File: src/sv/ogu_pkg.sv
// ----------------------------------------------------------------------------
// ogu_pkg: shared types and constants for the occupancy grid cell updater
// Payload structs of the item channels, register indexes, fixed-point
// constants and the per-lane model configuration.
// ----------------------------------------------------------------------------
package ogu_pkg;

    localparam int MAP_CELLS_DEF = 65536;
    localparam int BEAMS_DEF     = 3;
    localparam int BEAM_INPUTS   = 3;

    localparam int CFG_IDX_W = 4;
    localparam logic [CFG_IDX_W-1:0] CFG_LOW_PROB    = 4'd0;
    localparam logic [CFG_IDX_W-1:0] CFG_HIGH_PROB   = 4'd1;
    localparam logic [CFG_IDX_W-1:0] CFG_PRIOR_PROB  = 4'd2;
    localparam logic [CFG_IDX_W-1:0] CFG_OCC_THRESH  = 4'd3;
    localparam logic [CFG_IDX_W-1:0] CFG_MAX_RANGE   = 4'd4;
    localparam logic [CFG_IDX_W-1:0] CFG_RISE_HALF   = 4'd5;
    localparam logic [CFG_IDX_W-1:0] CFG_PLATEAU_END = 4'd6;
    localparam logic [CFG_IDX_W-1:0] CFG_TAIL_END    = 4'd7;

    localparam logic [15:0] LOW_PROB_RST    = 16'd19661;
    localparam logic [15:0] HIGH_PROB_RST   = 16'd45875;
    localparam logic [15:0] PRIOR_PROB_RST  = 16'd32768;
    localparam logic [14:0] OCC_THRESH_RST  = 15'd4500;
    localparam logic [15:0] MAX_RANGE_RST   = 16'd50000;
    localparam logic [9:0]  RISE_HALF_RST   = 10'd50;
    localparam logic [10:0] PLATEAU_END_RST = 11'd150;
    localparam logic [10:0] TAIL_END_RST    = 11'd200;

    // Q3.12 log-odds limits: logit(0.1), logit(0.9), logit(0.3)
    localparam logic signed [14:0] LOGODDS_MIN   = -15'sd9000;
    localparam logic signed [14:0] LOGODDS_MAX   = 15'sd9000;
    localparam logic signed [14:0] LOGODDS_RESET = -15'sd3470;

    localparam logic [15:0] LN2_Q16 = 16'd45426;

    // divide by three: (x * RECIP_THIRD) >> AVG_SHIFT, exact for x < 2^19
    localparam int          AVG_SHIFT   = 19;
    localparam logic [17:0] RECIP_THIRD = 18'd174763;

    typedef struct packed {
        logic [15:0] cell_index;
        logic [15:0] cell_range_mm;
        logic [1:0]  beam_count;
        logic [15:0] beam_range_a;
        logic [15:0] beam_range_b;
        logic [15:0] beam_range_c;
    } in_item_t;

    typedef struct packed {
        logic [15:0] cell_index_out;
        logic [14:0] new_logodds;
        logic        occupied;
        logic        was_updated;
        logic [15:0] model_prob;
    } out_item_t;

    typedef struct packed {
        logic [CFG_IDX_W-1:0] reg_index;
        logic [15:0]          wdata;
    } cfg_item_t;

    typedef struct packed {
        logic [15:0] low_prob;
        logic [15:0] high_prob;
        logic [15:0] prior_prob;
        logic [15:0] max_range_mm;
        logic [9:0]  rise_half_width_mm;
        logic [10:0] plateau_end_mm;
        logic [10:0] tail_end_mm;
    } lane_cfg_t;

endpackage

File: src/sv/ogu_beam_lane.sv
// ----------------------------------------------------------------------------
// ogu_beam_lane: inverse sensor model for one beam
// Segment select, one interpolation multiply, 16-stage restoring divider.
// ----------------------------------------------------------------------------
module ogu_beam_lane (
    input  logic              clk,
    input  logic              en,
    input  ogu_pkg::lane_cfg_t cfg,
    input  logic [15:0]       cell_range,
    input  logic [15:0]       beam_range,
    output logic [15:0]       prob
);

    localparam int DIV_STEPS = 16;

    logic signed [17:0] rr, zz, b1, b2, b3, b4;
    logic signed [16:0] delta;
    logic [15:0]        base_a;
    logic [15:0]        dmag_a;
    logic [11:0]        t_a;
    logic [11:0]        den_a;

    logic [15:0] base_s1_reg;
    logic        neg_s1_reg;
    logic [15:0] dmag_s1_reg;
    logic [11:0] t_s1_reg;
    logic [11:0] den_s1_reg;

    logic [27:0] prod;

    logic [11:0] rem_reg  [DIV_STEPS+1];
    logic [15:0] num_reg  [DIV_STEPS+1];
    logic [15:0] quo_reg  [DIV_STEPS+1];
    logic [15:0] base_reg [DIV_STEPS+1];
    logic        neg_reg  [DIV_STEPS+1];
    logic [11:0] den_reg  [DIV_STEPS+1];

    logic [11:0] rem_next [DIV_STEPS+1];
    logic        qbit     [DIV_STEPS+1];

    logic [15:0] prob_reg;

    // segment select
    always_comb
    begin
        rr    = $signed({2'b00, cell_range});
        zz    = $signed({2'b00, beam_range});
        b1    = zz - $signed({8'd0, cfg.rise_half_width_mm});
        b2    = zz + $signed({8'd0, cfg.rise_half_width_mm});
        b3    = zz + $signed({7'd0, cfg.plateau_end_mm});
        b4    = zz + $signed({7'd0, cfg.tail_end_mm});
        delta = '0;
        t_a   = '0;
        den_a = 12'd1;
        base_a = cfg.low_prob;
        priority if (beam_range >= cfg.max_range_mm || rr < b1)
        begin
            base_a = cfg.low_prob;
        end
        else if (rr <= b2)
        begin
            if (cfg.rise_half_width_mm == '0)
            begin
                base_a = cfg.high_prob;
            end
            else
            begin
                base_a = cfg.low_prob;
                delta  = $signed({1'b0, cfg.high_prob}) - $signed({1'b0, cfg.low_prob});
                t_a    = 12'(rr - b1);
                den_a  = {1'b0, cfg.rise_half_width_mm, 1'b0};
            end
        end
        else if (rr <= b3)
        begin
            base_a = cfg.high_prob;
        end
        else if (rr <= b4)
        begin
            // fall from plateau toward prior; tail is past plateau here
            base_a = cfg.high_prob;
            delta  = $signed({1'b0, cfg.prior_prob}) - $signed({1'b0, cfg.high_prob});
            t_a    = 12'(rr - b3);
            den_a  = {1'b0, cfg.tail_end_mm} - {1'b0, cfg.plateau_end_mm};
        end
        else
        begin
            base_a = cfg.prior_prob;
        end
        dmag_a = (delta < 0) ? 16'(-delta) : 16'(delta);
    end

    assign prod = 28'(dmag_s1_reg) * 28'(t_s1_reg);

    // one quotient bit per stage; remainder always below the divisor
    always_comb
    begin
        rem_next[0] = '0;
        qbit[0]     = 1'b0;
        for (int k = 1; k <= DIV_STEPS; k++)
        begin
            if ({rem_reg[k-1], num_reg[k-1][15]} >= {1'b0, den_reg[k-1]})
            begin
                qbit[k]     = 1'b1;
                rem_next[k] = 12'({rem_reg[k-1], num_reg[k-1][15]} - {1'b0, den_reg[k-1]});
            end
            else
            begin
                qbit[k]     = 1'b0;
                rem_next[k] = {rem_reg[k-1][10:0], num_reg[k-1][15]};
            end
        end
    end

    always_ff @(posedge clk)
    begin
        if (en)
        begin
            base_s1_reg <= base_a;
            neg_s1_reg  <= delta < 0;
            dmag_s1_reg <= dmag_a;
            t_s1_reg    <= t_a;
            den_s1_reg  <= den_a;

            rem_reg[0]  <= prod[27:16];
            num_reg[0]  <= prod[15:0];
            quo_reg[0]  <= '0;
            base_reg[0] <= base_s1_reg;
            neg_reg[0]  <= neg_s1_reg;
            den_reg[0]  <= den_s1_reg;

            for (int k = 1; k <= DIV_STEPS; k++)
            begin
                rem_reg[k]  <= rem_next[k];
                num_reg[k]  <= {num_reg[k-1][14:0], 1'b0};
                quo_reg[k]  <= {quo_reg[k-1][14:0], qbit[k]};
                base_reg[k] <= base_reg[k-1];
                neg_reg[k]  <= neg_reg[k-1];
                den_reg[k]  <= den_reg[k-1];
            end

            prob_reg <= neg_reg[DIV_STEPS] ? base_reg[DIV_STEPS] - quo_reg[DIV_STEPS]
                                           : base_reg[DIV_STEPS] + quo_reg[DIV_STEPS];
        end
    end

    assign prob = prob_reg;

endmodule

File: config.mk
export PLATFORM = sky130hd
export DESIGN_NAME = ogu_beam_lane
export DESIGN_NICKNAME = d
export VERILOG_FILES = /design/src/sv/ogu_pkg.sv /design/src/sv/ogu_beam_lane.sv
export SDC_FILE = /design/constraint.sdc
export NUM_CORES = 2
export LEC_CHECK = 0
export BUFFER_PORTS_ARGS = -buffer_cell sky130_fd_sc_hd__buf_2
export CORE_UTILIZATION = 63
export DETAILED_ROUTE_END_ITERATION = 10
export GPL_ROUTABILITY_DRIVEN = 1
export PLACE_DENSITY = 0.77
export SETUP_SLACK_MARGIN = 0.4
export SLEW_MARGIN = 15
export SYNTH_ARGS = -nofsm -noshare
export SYNTH_HDL_FRONTEND = slang
export SYNTH_SLANG_ARGS = --single-unit
export TNS_END_PERCENT = 20
File: constraint.sdc
create_clock -name clk -period 8.86 [get_ports clk]
set_clock_uncertainty 0.2 [all_clocks]
set_input_delay 1.772 -clock clk [delete_from_list [all_inputs] [get_ports clk]]
set_output_delay 1.772 -clock clk [all_outputs]
set_load 0.03 [all_outputs]
==> flow_summary.yaml <==
status:
  status: "finished clean"
clocking:
  cts_sinks: 1018
  clk-insertion-delay-late_ns: 0.71
  cts_buffers: 99
  cts_tree: "built"
  path_clk_slew_ns: 0.06
  cts-resized-gates: 0
  cts_setup_buffers: 0
  cts.hold.buffers_added: 0
  root_buffer: "clkbuf_16"
  cts_htree_levels: 3
  clk_path_buf_depth: 3
drt:
  via_per_inst: 5.76
  via_count: 34500
  antenna_left: 0
  drcViolationCount: 0
  wl_per_cell_um: 19.1
  totalWireLength_mm: 114
  drt_first_iter_violations: 2360
  drt_pre_antenna_iters: 6
logic_synthesis:
  synthTopCellsByArea: "edfxtp_1 (55%), ha_1 (10%), fa_1 (6.0%), inv_1 (3.9%), nand2_1 (2.9%)"
  synth-simple-area-share_pct: 9.70
  synth_top_family_by_area: "adder cells"
  synth_flop_cell: "edfxtp_1"
  synth.distinct_cells: 90
  synth.top_cell.area_share_pct: 55.4
  synth_nets: 5294
  synth_fa_ha_area_share_pct: 16.0
  muxShareOfSynthArea_pct: 0.526
  synthCells: 4559
  ys_ff_latch: 1018
  synth_edf_count: 1018
  ys_seq_area_share_pct: 55.4
  synthXorXnorAreaFrac_pct: 3.70
  yosysTopAreaCell: "edfxtp_1"
  ys_async_sr_fraction_pct: 0
  ys_warn_count: 0
  synth_area_um2: 55200
  syn_area_per_cell_um2: 12.1
  synth_compound_area_share_pct: 10.2
placed_design:
  gp_congestion: 0.931
  place_ws_ns: 0.787
  dp.final_hpwl_mm: 80.7
  io_buffers: 145
power_and_ir_drop:
  p_leak_nw: 24.9
  internal-power_mw: 13.4
  fin_total_pwr_mw: 21.9
  clkPwrFrac_pct: 19.0
  p_switching_mw: 8.49
  p_seq_share_pct: 33.7
  power_density_nw_per_um2: 362
  swShare_pct: 38.7
  ir_drop_mv: 0.813
  power_frac_comb_pct: 47.3
final_layout:
  final_util_pct: 69.8
  syn_to_final_growth_pct: 9.68
  drive_gt1_share_pct: 7.26
  nets: 5479
  final_cell_mix: "edfxtp_1 (1018), inv_1 (580), ha_1 (440)"
  n_fill_cell: 5882
  largest_register_ffs: 272
  final_common_cell: "edfxtp_1"
timing:
  max_slew_margin_pct: 29.5
  period_needed_ns: 7.51
  timing.hold.ws_ns: 0.171
  rsz0062_at_grt: "no"
  hold_viol: 0
  min_period_over_period_pct: 84.8
  max_freq_ghz: 0.133
  setup-violations-final: 0
  setup-tns-final_ns: 0
  slew_viol_final: 0
  worst_slew_pin_slew_ns: 1.05
  fin_ws_ns: 1.35
floorplan:
  start_util_pct: 63.6
  num_rows: 108
  die_height_um: 298
  ios: 146
  coreArea_um2: 86800
  die_area_um2: 88800
  die_x_um: 298
flow_run:
  maxCapViolCount: 0
critical_path:
  cp-start-kind: "input port"
  rr_worst_depth: 21
  critPathArrivalTime_ns: 7.69
  criticalPathCategory: "input port to register"
  endpoint_kind: "register"
  cp.required_ns: 9.04
  cp_max_fo: 31
global_route:
  grtUsageTotal_pct: 26.1
  grt_antenna_before_repair: 10
  grt_pass1_vias: 34900
  grt_pass1_wl_mm: 182
  grt-ovfl-total: 0
  grt_max_degree: 200
min_path:
  hold-path-cell-count: 0
  hp-class: "register to register"
[layer usage]
metal	track usage, %	routed length [µm]
met5	0	50
met4	10.8	4970
met3	3.55	5290
met2	48.9	60400
met1	29.8	43700
[critical path, stage by stage]
cell and delay (ns):
buf_2 0.17, ha_1 0.30, a21o_1 0.18, a21oi_1 0.26, o21bai_1 0.10, a21oi_1 0.32, nor2b_1 0.08, o21a_1 0.20
o21a_1 0.17, o21a_1 0.18, o21ai_0 0.33, a21oi_1 0.14, xnor2_1 0.15, ha_1 0.33, and4_1 0.22, nand2_1 0.08
nor4_1 0.27, a211oi_1 0.12, a31oi_1 0.51, and2_4 0.53, o211ai_1 0.18, a21oi_2 0.68, a21boi_2 0.30, xnor2_1 0.11
[cell type report]
cell class | count | area [µm²] | share of cell area, %
multi-input combinational | 2871 | 22100 | 36.5
clock buffer | 114 | 2530 | 4.18
timing repair buffer | 173 | 1010 | 1.67
inverter | 581 | 2180 | 3.60
antenna | 5 | 12.5 | 0.0207
clock inverter | 66 | 701 | 1.16
sequential | 1018 | 30600 | 50.5
tap | 1155 | 1450 | 2.39
[Yosys cell counts (4+ instances only)]
master,n
a31oi_1,11
o31ai_1,83
a21o_1,41
clkbuf_1,76
nor2_1,274
nor3_1,78
o2111ai_1,4
a21boi_0,54
buf_2,9
nor2b_1,73
o211ai_1,5
o21a_1,77
xnor2_1,156
nand4_1,60
nor4_1,24
inv_1,580
a21oi_2,4
or3_1,25
or2_2,6
and3_1,9
a211oi_1,31
and2_1,74
nand2b_1,40
and4_1,4
o31a_1,18
nand3_1,28
nand2_1,433
edfxtp_1,1018
a21oi_1,145
o21bai_1,33
mux2i_1,29
ha_1,440
xor2_1,77
nor3b_1,4
a311oi_1,5
fa_1,165
a211o_1,5
o21ai_1,19
o21ai_0,233
a22oi_1,35
[logic make-up after synthesis]
logic type | Yosys count
compound gates | 854
xor+xnor | 233
fa+ha+maj | 605
buf+inv | 670
flops | 1018
mux | 29
simple gates | 1150
[worst paths after layout]
kind	start	endpoint	slack [ns]
min	base_reg[0][0]	base_reg[0][16]	0.17
max reg2reg	t_s1_reg[5]	rem_reg[0][11]	2.09
max	beam_range[1]	dmag_s1_reg[3]	1.35
min reg2reg	base_reg[0][0]	base_reg[0][16]	0.17
[power by group through the flow]
stage          registers [mW]  clock network, mW  logic (mW)
2_1_floorplan            7.25                  0        7.66
6_report                 7.39               4.17        10.4
3_3_place_gp             7.42                  0        9.87
5_1_grt                  7.46               4.43        11.7
3_5_place_dp             7.45                  0        10.1
4_1_cts                  7.38               4.25        10.3
[through the flow]
stage / area (µm²) / std cells
final: 60600 / 5983
after global routing: 60600 / 5982
after global placement: 57300 / 5798
after floorplan: 55200 / 4559
after detailed placement: 57300 / 5798
after CTS: 60500 / 5978
Power figures use the tool's default switching activity.
